<file path="config.mk">
export PLATFORM = sky130hd
export DESIGN_NAME = ws2812_pwm_bit_encoder_unit
export DESIGN_NICKNAME = d
export VERILOG_FILES = /design/src/hw/rtl/wpbe_pkg.sv /design/src/hw/rtl/ws2812_pwm_bit_encoder_unit.sv /design/src/hw/rtl/wpbe_front.sv /design/src/hw/rtl/wpbe_queue.sv /design/src/hw/rtl/wpbe_back.sv
export SDC_FILE = /design/constraint.sdc
export NUM_CORES = 1
export LEC_CHECK = 0
export BUFFER_PORTS_ARGS = -buffer_cell sky130_fd_sc_hd__buf_2
export CORE_MARGIN = 4
export CORE_UTILIZATION = 47
export CTS_CLUSTER_DIAMETER = 50
export CTS_CLUSTER_SIZE = 24
export DETAILED_ROUTE_END_ITERATION = 16
export GPL_TIMING_DRIVEN = 1
export PLACE_DENSITY = 0.62
export SYNTH_ARGS = -nofsm -noshare
export SYNTH_HDL_FRONTEND = slang
export SYNTH_SLANG_ARGS = --single-unit
</file>
<file path="constraint.sdc">
create_clock -name clk -period 18.6 [get_ports clk]
set_clock_uncertainty 0.1 [all_clocks]
set_input_delay 3.72 -clock clk [delete_from_list [all_inputs] [get_ports clk]]
set_output_delay 3.72 -clock clk [all_outputs]
set_load 0.05 [all_outputs]
</file>
<file path="src/hw/rtl/wpbe_pkg.sv">
// Shared types, constants and the brightness factor table for the WS2812 bit encoder.
// Used by wpbe_front, wpbe_queue, wpbe_back and ws2812_pwm_bit_encoder_unit.
// Depends on nothing else.
package wpbe_pkg;

	localparam int BITS_PER_LED = 24;
	localparam int BIT_CNT_W    = $clog2(BITS_PER_LED + 1);
	localparam int FACTOR_W     = 17;
	localparam int FRAC_W       = 16;
	localparam int MAX_ANGLE    = 45;
	localparam int QUEUE_DEPTH  = 2;
	localparam int QPTR_W       = $clog2(QUEUE_DEPTH);
	localparam int QCNT_W       = $clog2(QUEUE_DEPTH + 1);

	typedef enum logic [2:0] {
		REG_BRIGHTNESS  = 3'd0,
		REG_BRIGHT_EN   = 3'd1,
		REG_HIGH_DUTY   = 3'd2,
		REG_LOW_DUTY    = 3'd3,
		REG_RESET_SLOTS = 3'd4
	} reg_idx_t;

	typedef struct packed {
		logic [5:0] brightness;
		logic       brightness_enable;
		logic [7:0] high_duty;
		logic [7:0] low_duty;
		logic [7:0] reset_slots;
	} cfg_t;

	// One LED after scaling: packed GRB word and whether it closes the frame.
	typedef struct packed {
		logic [BITS_PER_LED-1:0] word;
		logic                    frame_last;
	} job_t;

	// tan(angle degrees) in Q1.16; every angle of 45 and above gives unit scale.
	function automatic logic [FACTOR_W-1:0] tan_factor(input logic [5:0] angle);
		logic [FACTOR_W-1:0] f;
		case (angle)
			6'd0:  f = 17'd0;
			6'd1:  f = 17'd1144;
			6'd2:  f = 17'd2289;
			6'd3:  f = 17'd3435;
			6'd4:  f = 17'd4583;
			6'd5:  f = 17'd5734;
			6'd6:  f = 17'd6888;
			6'd7:  f = 17'd8047;
			6'd8:  f = 17'd9210;
			6'd9:  f = 17'd10380;
			6'd10: f = 17'd11556;
			6'd11: f = 17'd12739;
			6'd12: f = 17'd13930;
			6'd13: f = 17'd15130;
			6'd14: f = 17'd16340;
			6'd15: f = 17'd17560;
			6'd16: f = 17'd18792;
			6'd17: f = 17'd20036;
			6'd18: f = 17'd21294;
			6'd19: f = 17'd22566;
			6'd20: f = 17'd23853;
			6'd21: f = 17'd25157;
			6'd22: f = 17'd26478;
			6'd23: f = 17'd27818;
			6'd24: f = 17'd29179;
			6'd25: f = 17'd30560;
			6'd26: f = 17'd31964;
			6'd27: f = 17'd33392;
			6'd28: f = 17'd34846;
			6'd29: f = 17'd36327;
			6'd30: f = 17'd37837;
			6'd31: f = 17'd39378;
			6'd32: f = 17'd40951;
			6'd33: f = 17'd42560;
			6'd34: f = 17'd44205;
			6'd35: f = 17'd45889;
			6'd36: f = 17'd47615;
			6'd37: f = 17'd49385;
			6'd38: f = 17'd51202;
			6'd39: f = 17'd53070;
			6'd40: f = 17'd54991;
			6'd41: f = 17'd56970;
			6'd42: f = 17'd59009;
			6'd43: f = 17'd61113;
			6'd44: f = 17'd63287;
			default: f = 17'd65536;
		endcase
		return f;
	endfunction

endpackage

</file>
<file path="src/hw/rtl/ws2812_pwm_bit_encoder_unit.sv">
// Top level of the WS2812 bit encoder: configuration registers, front end, queue, back end.
// Depends on wpbe_pkg, wpbe_front, wpbe_queue and wpbe_back.
//
// Channel   Direction  Handshake            Payload
// input     in         in_valid / in_stall  red, green, blue (8 bits each)
// result    out        out_valid/ out_stall duty, repeat_res, run_last, frame_end
// config    in         wr_en                wr_index (3 bits), wr_data (8 bits)
//
// Each LED word gives 24 result words, one per cycle from the bit shifter in the back
// end while the result side does not stall, plus one reset-run word for the last LED
// of a frame. The front end scales and packs each word into its stage register, and
// with that register and the two-word queue it can hold up to three words ahead of
// the shifter.
// Reset clears the LED position and all handshake state; configuration returns to
// its documented defaults. A stall on the result side holds the output register and
// backs up through the queue to in_stall.
module ws2812_pwm_bit_encoder_unit #(
	parameter int LED_COUNT = 8
) (
	input  logic       clk,
	input  logic       arst_n,
	input  logic       wr_en,
	input  logic [2:0] wr_index,
	input  logic [7:0] wr_data,
	input  logic       in_valid,
	output logic       in_stall,
	input  logic [7:0] red,
	input  logic [7:0] green,
	input  logic [7:0] blue,
	output logic       out_valid,
	input  logic       out_stall,
	output logic [7:0] duty,
	output logic [7:0] repeat_res,
	output logic       run_last,
	output logic       frame_end
);

	wpbe_pkg::cfg_t cfg_q;
	wpbe_pkg::job_t push_job, pop_job;
	logic           push_valid, push_ready, pop_valid, pop;

	always_ff @(posedge clk or negedge arst_n) begin
		if (!arst_n) begin
			cfg_q.brightness        <= 6'd45;
			cfg_q.brightness_enable <= 1'b1;
			cfg_q.high_duty         <= 8'd60;
			cfg_q.low_duty          <= 8'd30;
			cfg_q.reset_slots       <= 8'd50;
		end else if (wr_en) begin
			case (wr_index)
				wpbe_pkg::REG_BRIGHTNESS:  cfg_q.brightness        <= wr_data[5:0];
				wpbe_pkg::REG_BRIGHT_EN:   cfg_q.brightness_enable <= wr_data[0];
				wpbe_pkg::REG_HIGH_DUTY:   cfg_q.high_duty         <= wr_data;
				wpbe_pkg::REG_LOW_DUTY:    cfg_q.low_duty          <= wr_data;
				wpbe_pkg::REG_RESET_SLOTS: cfg_q.reset_slots       <= wr_data;
				default: ;
			endcase
		end
	end

	wpbe_front #(
		.LED_COUNT(LED_COUNT)
	) u_front (
		.clk        (clk),
		.arst_n     (arst_n),
		.cfg        (cfg_q),
		.in_valid   (in_valid),
		.in_stall   (in_stall),
		.red        (red),
		.green      (green),
		.blue       (blue),
		.push_valid (push_valid),
		.push_ready (push_ready),
		.push_job   (push_job)
	);

	wpbe_queue u_queue (
		.clk        (clk),
		.arst_n     (arst_n),
		.push_valid (push_valid),
		.push_ready (push_ready),
		.push_job   (push_job),
		.pop_valid  (pop_valid),
		.pop        (pop),
		.pop_job    (pop_job)
	);

	wpbe_back u_back (
		.clk        (clk),
		.arst_n     (arst_n),
		.cfg        (cfg_q),
		.pop_valid  (pop_valid),
		.pop        (pop),
		.pop_job    (pop_job),
		.out_valid  (out_valid),
		.out_stall  (out_stall),
		.duty       (duty),
		.repeat_res (repeat_res),
		.run_last   (run_last),
		.frame_end  (frame_end)
	);

endmodule

</file>
<file path="src/hw/rtl/wpbe_front.sv">
// Front end of the WS2812 bit encoder: accepts colour words, scales and packs them,
// and tracks the LED position within the frame. Depends on wpbe_pkg.
module wpbe_front #(
	parameter int LED_COUNT = 8
) (
	input  logic              clk,
	input  logic              arst_n,
	input  wpbe_pkg::cfg_t    cfg,
	input  logic              in_valid,
	output logic              in_stall,
	input  logic [7:0]        red,
	input  logic [7:0]        green,
	input  logic [7:0]        blue,
	output logic              push_valid,
	input  logic              push_ready,
	output wpbe_pkg::job_t    push_job
);

	localparam int POS_W = (LED_COUNT > 1) ? $clog2(LED_COUNT) : 1;
	localparam int PROD_W = 8 + wpbe_pkg::FACTOR_W;

	logic [POS_W-1:0]              led_pos_q;
	logic                          valid_s1_q;
	wpbe_pkg::job_t                job_s1;
	logic [wpbe_pkg::FACTOR_W-1:0] factor;
	logic [PROD_W-1:0]             prod_r, prod_g, prod_b;
	logic                          accept;
	logic                          frame_last;

	// With scaling off the factor is unity, so the channel passes unchanged.
	assign factor = cfg.brightness_enable ? wpbe_pkg::tan_factor(cfg.brightness)
		: wpbe_pkg::FACTOR_W'(1 << wpbe_pkg::FRAC_W);

	assign prod_r = PROD_W'(red)   * PROD_W'(factor);
	assign prod_g = PROD_W'(green) * PROD_W'(factor);
	assign prod_b = PROD_W'(blue)  * PROD_W'(factor);

	assign frame_last = (led_pos_q == POS_W'(LED_COUNT - 1));
	assign in_stall   = valid_s1_q && !push_ready;
	assign accept     = in_valid && !in_stall;
	assign push_valid = valid_s1_q;
	assign push_job   = job_s1;

	always_ff @(posedge clk or negedge arst_n) begin
		if (!arst_n) begin
			valid_s1_q <= 1'b0;
			led_pos_q  <= '0;
		end else begin
			if (accept) begin
				valid_s1_q <= 1'b1;
				led_pos_q  <= frame_last ? '0 : led_pos_q + POS_W'(1);
			end else if (push_ready) begin
				valid_s1_q <= 1'b0;
			end
		end
	end

	always_ff @(posedge clk) begin
		if (accept) begin
			job_s1.word <= {prod_g[23:16], prod_r[23:16], prod_b[23:16]};
			job_s1.frame_last <= frame_last;
		end
	end

endmodule

</file>
<file path="src/hw/rtl/wpbe_queue.sv">
// Short queue of packed LED words between the front and back ends of the encoder.
// Depends on wpbe_pkg.
module wpbe_queue (
	input  logic           clk,
	input  logic           arst_n,
	input  logic           push_valid,
	output logic           push_ready,
	input  wpbe_pkg::job_t push_job,
	output logic           pop_valid,
	input  logic           pop,
	output wpbe_pkg::job_t pop_job
);

	wpbe_pkg::job_t                  entries_q [wpbe_pkg::QUEUE_DEPTH];
	logic [wpbe_pkg::QPTR_W-1:0]     wr_ptr_q, rd_ptr_q;
	logic [wpbe_pkg::QCNT_W-1:0]     count_q;
	logic                            do_push, do_pop;

	assign push_ready = (count_q != wpbe_pkg::QCNT_W'(wpbe_pkg::QUEUE_DEPTH));
	assign pop_valid  = (count_q != '0);
	assign pop_job    = entries_q[rd_ptr_q];
	assign do_push    = push_valid && push_ready;
	assign do_pop     = pop && pop_valid;

	always_ff @(posedge clk or negedge arst_n) begin
		if (!arst_n) begin
			wr_ptr_q <= '0;
			rd_ptr_q <= '0;
			count_q  <= '0;
		end else begin
			if (do_push) begin
				wr_ptr_q <= wr_ptr_q + wpbe_pkg::QPTR_W'(1);
			end
			if (do_pop) begin
				rd_ptr_q <= rd_ptr_q + wpbe_pkg::QPTR_W'(1);
			end
			if (do_push && !do_pop) begin
				count_q <= count_q + wpbe_pkg::QCNT_W'(1);
			end else if (do_pop && !do_push) begin
				count_q <= count_q - wpbe_pkg::QCNT_W'(1);
			end
		end
	end

	always_ff @(posedge clk) begin
		if (do_push) begin
			entries_q[wr_ptr_q] <= push_job;
		end
	end

endmodule

</file>
<file path="src/hw/rtl/wpbe_back.sv">
// Back end of the WS2812 bit encoder: shifts each packed word out as duty slots,
// appends the reset run at frame end, and holds the output register. Depends on wpbe_pkg.
module wpbe_back (
	input  logic           clk,
	input  logic           arst_n,
	input  wpbe_pkg::cfg_t cfg,
	input  logic           pop_valid,
	output logic           pop,
	input  wpbe_pkg::job_t pop_job,
	output logic           out_valid,
	input  logic           out_stall,
	output logic [7:0]     duty,
	output logic [7:0]     repeat_res,
	output logic           run_last,
	output logic           frame_end
);

	localparam int CW = wpbe_pkg::BIT_CNT_W;
	localparam logic [CW-1:0] LAST_BIT = CW'(wpbe_pkg::BITS_PER_LED - 1);
	localparam logic [CW-1:0] RUN_SLOT = CW'(wpbe_pkg::BITS_PER_LED);

	logic                              active_q;
	logic [wpbe_pkg::BITS_PER_LED-1:0] word_q;
	logic                              fl_q;
	logic [CW-1:0]                     cnt_q;
	logic                              out_valid_q;
	logic [7:0]                        duty_q, rep_q;
	logic                              last_q, fend_q;
	logic                              adv, emit, finishing, in_run;

	assign adv       = !out_valid_q || !out_stall;
	assign emit      = active_q && adv;
	assign in_run    = (cnt_q == RUN_SLOT);
	assign finishing = in_run || ((cnt_q == LAST_BIT) && !fl_q);
	assign pop       = pop_valid && (!active_q || (emit && finishing));

	assign out_valid  = out_valid_q;
	assign duty       = duty_q;
	assign repeat_res = rep_q;
	assign run_last   = last_q;
	assign frame_end  = fend_q;

	always_ff @(posedge clk or negedge arst_n) begin
		if (!arst_n) begin
			active_q    <= 1'b0;
			out_valid_q <= 1'b0;
			cnt_q       <= '0;
		end else begin
			if (adv) begin
				out_valid_q <= active_q;
			end
			// A new word may be taken in the same cycle as the last slot of the old one.
			if (pop) begin
				active_q <= 1'b1;
				cnt_q    <= '0;
			end else if (emit) begin
				if (finishing) begin
					active_q <= 1'b0;
				end else begin
					cnt_q <= cnt_q + CW'(1);
				end
			end
		end
	end

	always_ff @(posedge clk) begin
		if (emit) begin
			if (in_run) begin
				duty_q <= '0;
				rep_q  <= (cfg.reset_slots == '0) ? 8'd1 : cfg.reset_slots;
				last_q <= 1'b1;
				fend_q <= 1'b1;
			end else begin
				duty_q <= word_q[wpbe_pkg::BITS_PER_LED-1] ? cfg.high_duty : cfg.low_duty;
				rep_q  <= 8'd1;
				last_q <= (cnt_q == LAST_BIT) && !fl_q;
				fend_q <= 1'b0;
			end
		end
		if (pop) begin
			word_q <= pop_job.word;
			fl_q   <= pop_job.frame_last;
		end else if (emit && !in_run) begin
			word_q <= {word_q[wpbe_pkg::BITS_PER_LED-2:0], 1'b0};
		end
	end

`ifndef SYNTHESIS
	a_fend_closes_word: assert property (@(posedge clk) disable iff (!arst_n)
		out_valid_q && fend_q |-> last_q && (duty_q == '0))
		else $error("frame end word without run_last or with non-zero duty");
	a_repeat_nonzero: assert property (@(posedge clk) disable iff (!arst_n)
		out_valid_q |-> (rep_q != '0))
		else $error("zero repeat count on output");
	a_cnt_range: assert property (@(posedge clk) disable iff (!arst_n)
		active_q |-> (cnt_q <= RUN_SLOT))
		else $error("bit counter beyond reset slot");
	a_run_only_at_frame_end: assert property (@(posedge clk) disable iff (!arst_n)
		active_q && in_run |-> fl_q)
		else $error("reset run reached for an LED that does not close the frame");
`endif

endmodule
</file>
==> flow_summary.ini <==
[cts]
clk_pin_slew_ns = 0.07
insertion_delay_ns = 0.43
cts_tree = built
hold_buffers = 0
cts.sinks = 164
cts_htree_levels = 4
clockRootBuffer = clkbuf_16
cts_setup_buffers = 0
cts-resized-gates = 0
cts_buffers = 17
cts_buffer_depth = 2

[global_route]
antenna_found_initial = 0
overflow = 0
grt_usage_pct = 20.8
grt_max_degree = 79
grt_pass1_vias = 14500
grt_first_pass_wirelength_um = 74800

[setup_path]
critPathMaxStageDelay_ns = 0.69
crit_slowest_cell = a2111oi_0
worst_ep_required_time_ns = 18.68
cp-start-kind = input port
cpMostUsedCell = fa_1
cp-end-kind = register
cp_num_buf_inv = 3
path_cells = buf_2 > and2_1 > fa_1 > fa_1 > fa_1 > inv_1 > fa_1 > inv_1 > ha_1 > a21o_1 > a2111oi_0 > o311a_1 > o31ai_1 > or3_1 > a211oi_1 > nor3_1 > xnor2_1
path_max_fanout = 17
r2r_setup_slack_ns = 10.73
cp.arrival_ns = 8.46
crit_type = input port to register
path_delay_family = adder cells

[timing]
maxSlewViolCount = 0
grt_setup_unrepaired = no
tns_ns = 0
hold_viol = 0
setup_viol = 0
final.period_utilization_pct = 45.0
max_freq_mhz = 119
whs_ns = 0.341
finalCriticalPeriod_ns = 8.38
worstMarginPinSlew_ns = 1.21
relSlewSlack_pct = 19.5

[yosys]
yosys.area.top_type = fa_1
synth-seq-cells = 164
ys_types = 68
synth_top_area_share_pct = 27.5
yosysSeqAreaShare_pct = 24.5
synth_area_um2 = 19200
syn_inst = 1945
synth_edf_count = 118
syn_area_per_cell_um2 = 9.88
synth_area_leaders = fa_1 (28%), edfxtp_1 (18%), ha_1 (8.7%), and2_1 (8.5%), inv_1 (5.8%)
synthArstFlopShare_pct = 28.0
synthFlopType = edfxtp_1
yosysWarningCount = 0
synth_nets = 2382

[power_and_ir_drop]
p_leak_nw = 9.91
power.switching_mw = 1.46
p_comb_share_pct = 67.7
power_density_nw_per_um2 = 149
clkPwrFrac_pct = 10.7
max-vdd-ir-drop_v = 0.0000747
switching_share_pct = 47.8
pwr-share-seq_pct = 21.6
internal_power_mw = 1.59

[hold_path]
holdCritPathClass = register to register

[drt]
dr.pass1.iters = 6
post_drt_wl_per_cell_um = 18.0
ant_nets = 0
wirelength_um = 44500
drt_iter0_markers = 867
vias = 13500
drc_errors = 0
viasPerCell = 5.44

[flow_run]
cap_violations = 0

[floorplanning]
rows = 73
initial_utilization_pct = 47.9
die_w_um = 210
die_h_um = 210
core_area_um2 = 40100
ios = 60
dieArea_um2 = 44200

[final_layout]
final_area_um2 = 20500
drive_gt1_share_pct = 8.95
nNetsFinal = 2380
insertedDiodeCount = 0
area_growth_pct = 6.88
post-route-util_pct = 51.2

[outcome]
status = finished, final reports clean

[placed_design]
dp_hpwl_um = 32200
port_buffers = 59
placed_area_um2 = 20000
place_congestion = 0.870
Yosys cell counts, types with 8 or more instances:
| master | instances |
|---|---|
| ha_1 | 133 |
| nand4_1 | 9 |
| clkbuf_1 | 86 |
| a31oi_1 | 10 |
| buf_2 | 10 |
| xnor2_1 | 27 |
| nor3_1 | 22 |
| xor2_1 | 11 |
| edfxtp_1 | 118 |
| dfrtp_1 | 30 |
| nand3_1 | 14 |
| a21oi_1 | 49 |
| and3_1 | 83 |
| fa_1 | 264 |
| and2_1 | 262 |
| mux2_2 | 28 |
| inv_1 | 297 |
| dfstp_2 | 16 |
| a21o_1 | 14 |
| nand2b_1 | 8 |
| a211oi_1 | 12 |
| mux2i_1 | 38 |
| o21ai_0 | 57 |
| nand2_1 | 160 |
| nor2b_1 | 12 |
| a311oi_1 | 8 |
| nor2_1 | 66 |
final timing paths:
check                                          from  cells past startpoint                      end
min in group asynchronous                    arst_n                      1                cfg_q[23]
worst min-delay path            u_front.push_job[6]                      0  u_queue.entries_q[0][6]
worst max-delay path                       green[3]                     17     u_front.push_job[24]
worst min register to register  u_front.push_job[6]                      0  u_queue.entries_q[0][6]
worst max register to register            cfg_q[26]                     22     u_front.push_job[24]
max in group asynchronous                    arst_n                      1     u_front.led_pos_q[2]
power groups by stage:
stage / Sequential [mW] / Clock, mW / Combinational (mW)
6_report: 0.661 / 0.327 / 2.07
5_1_grt: 0.676 / 0.349 / 2.39
4_1_cts: 0.660 / 0.334 / 2.08
3_5_place_dp: 0.667 / 0 / 2.07
3_3_place_gp: 0.660 / 0 / 2.01
2_1_floorplan: 0.637 / 0 / 1.56
worst reg2reg max path, delay by kind of cell, from the launching register on:
family	cells	cell delay [ns]
buffers and inverters	3	0.40
AO/OA/AOI/OAI	7	2.44
AND/OR/NAND/NOR	5	1.14
adder cells (fa/ha/maj)	6	2.62
XOR/XNOR	1	0.12
flip-flops	1	0.79
state kept, by name (all words and copies together) (netlist names), 2 cells and up:
signal             flops
cfg_q                 31
u_queue.entries_q     50
u_back.word_q         24
u_queue.count_q        2
u_front.led_pos_q      3
u_back.repeat_res      8
u_back.duty            8
u_back.cnt_q           5
u_front.push_job      25
per-layer routing:
| metal | wire, µm | part of all wire [%] | GRT usage [%] | vias up |
|---|---|---|---|---|
| met5 | 0 | 0 | 0 | - |
| met4 | 942 | 2.1 | 4.97 | 0 |
| met3 | 2050 | 4.6 | 2.34 | 90 |
| met2 | 21300 | 48 | 35.5 | 351 |
| met1 | 20200 | 45 | 28.9 | 6779 |
| li1 | - | - | - | 6273 |
metrics by stage:
| stage | setup slack (ns) | cells | total power, mW |
|---|---|---|---|
| after floorplan | 10.40 | 1945 | 2.20 |
| after global routing | 10.08 | 2481 | 3.42 |
| final | 10.22 | 2481 | 3.05 |
| after detailed placement | 9.86 | 2449 | 2.74 |
| after CTS | 10.30 | 2481 | 3.08 |
| after global placement | 9.88 | 2449 | 2.67 |
logic make-up after synthesis:
logic type	count (synthesis)	share of synthesized area, %
AO/OA/AOI/OAI	217	7.35
XOR/XNOR	38	1.73
adder cells (fa/ha/maj)	397	36.2
buffers and inverters	401	7.90
flip-flops	164	24.5
multiplexers	68	3.86
AND/OR/NAND/NOR	660	18.5
layout by cell type (no fill, tap or decap), types with 5 or more instances in the layout:
cell type    n
inv_1      297
a311oi_1     7
nand2_1    160
edfxtp_1   118
a211oi_1    10
o21ai_1      6
a21o_1      14
dfstp_2     16
o211ai_1     7
ha_1       133
and2_1     262
o21ai_0     56
a21oi_1     48
buf_4       22
fa_1       264
clkbuf_16   18
nand2b_1     8
nor2_1      65
o21bai_1     7
dfrtp_1     30
buf_2       59
xnor2_1     27
or3_1        5
nor3_1      21
mux2_2      28
and3_1      83
mux2i_1     38
o21a_1       7
nand4_1      9
a31oi_1     10
nand3_1     14
nor2b_1     12
xor2_1      11
layout make-up:
type,count,area (µm²)
multi-input cells,1380,13000
clock buffers,19,454
inverters,299,1120
clock inverters,13,98.8
well taps,525,657
flip-flops and latches,164,4710
fillers,3646,19600
repair buffers,81,460
No activity file was read; power rests on OpenSTA's default activity.
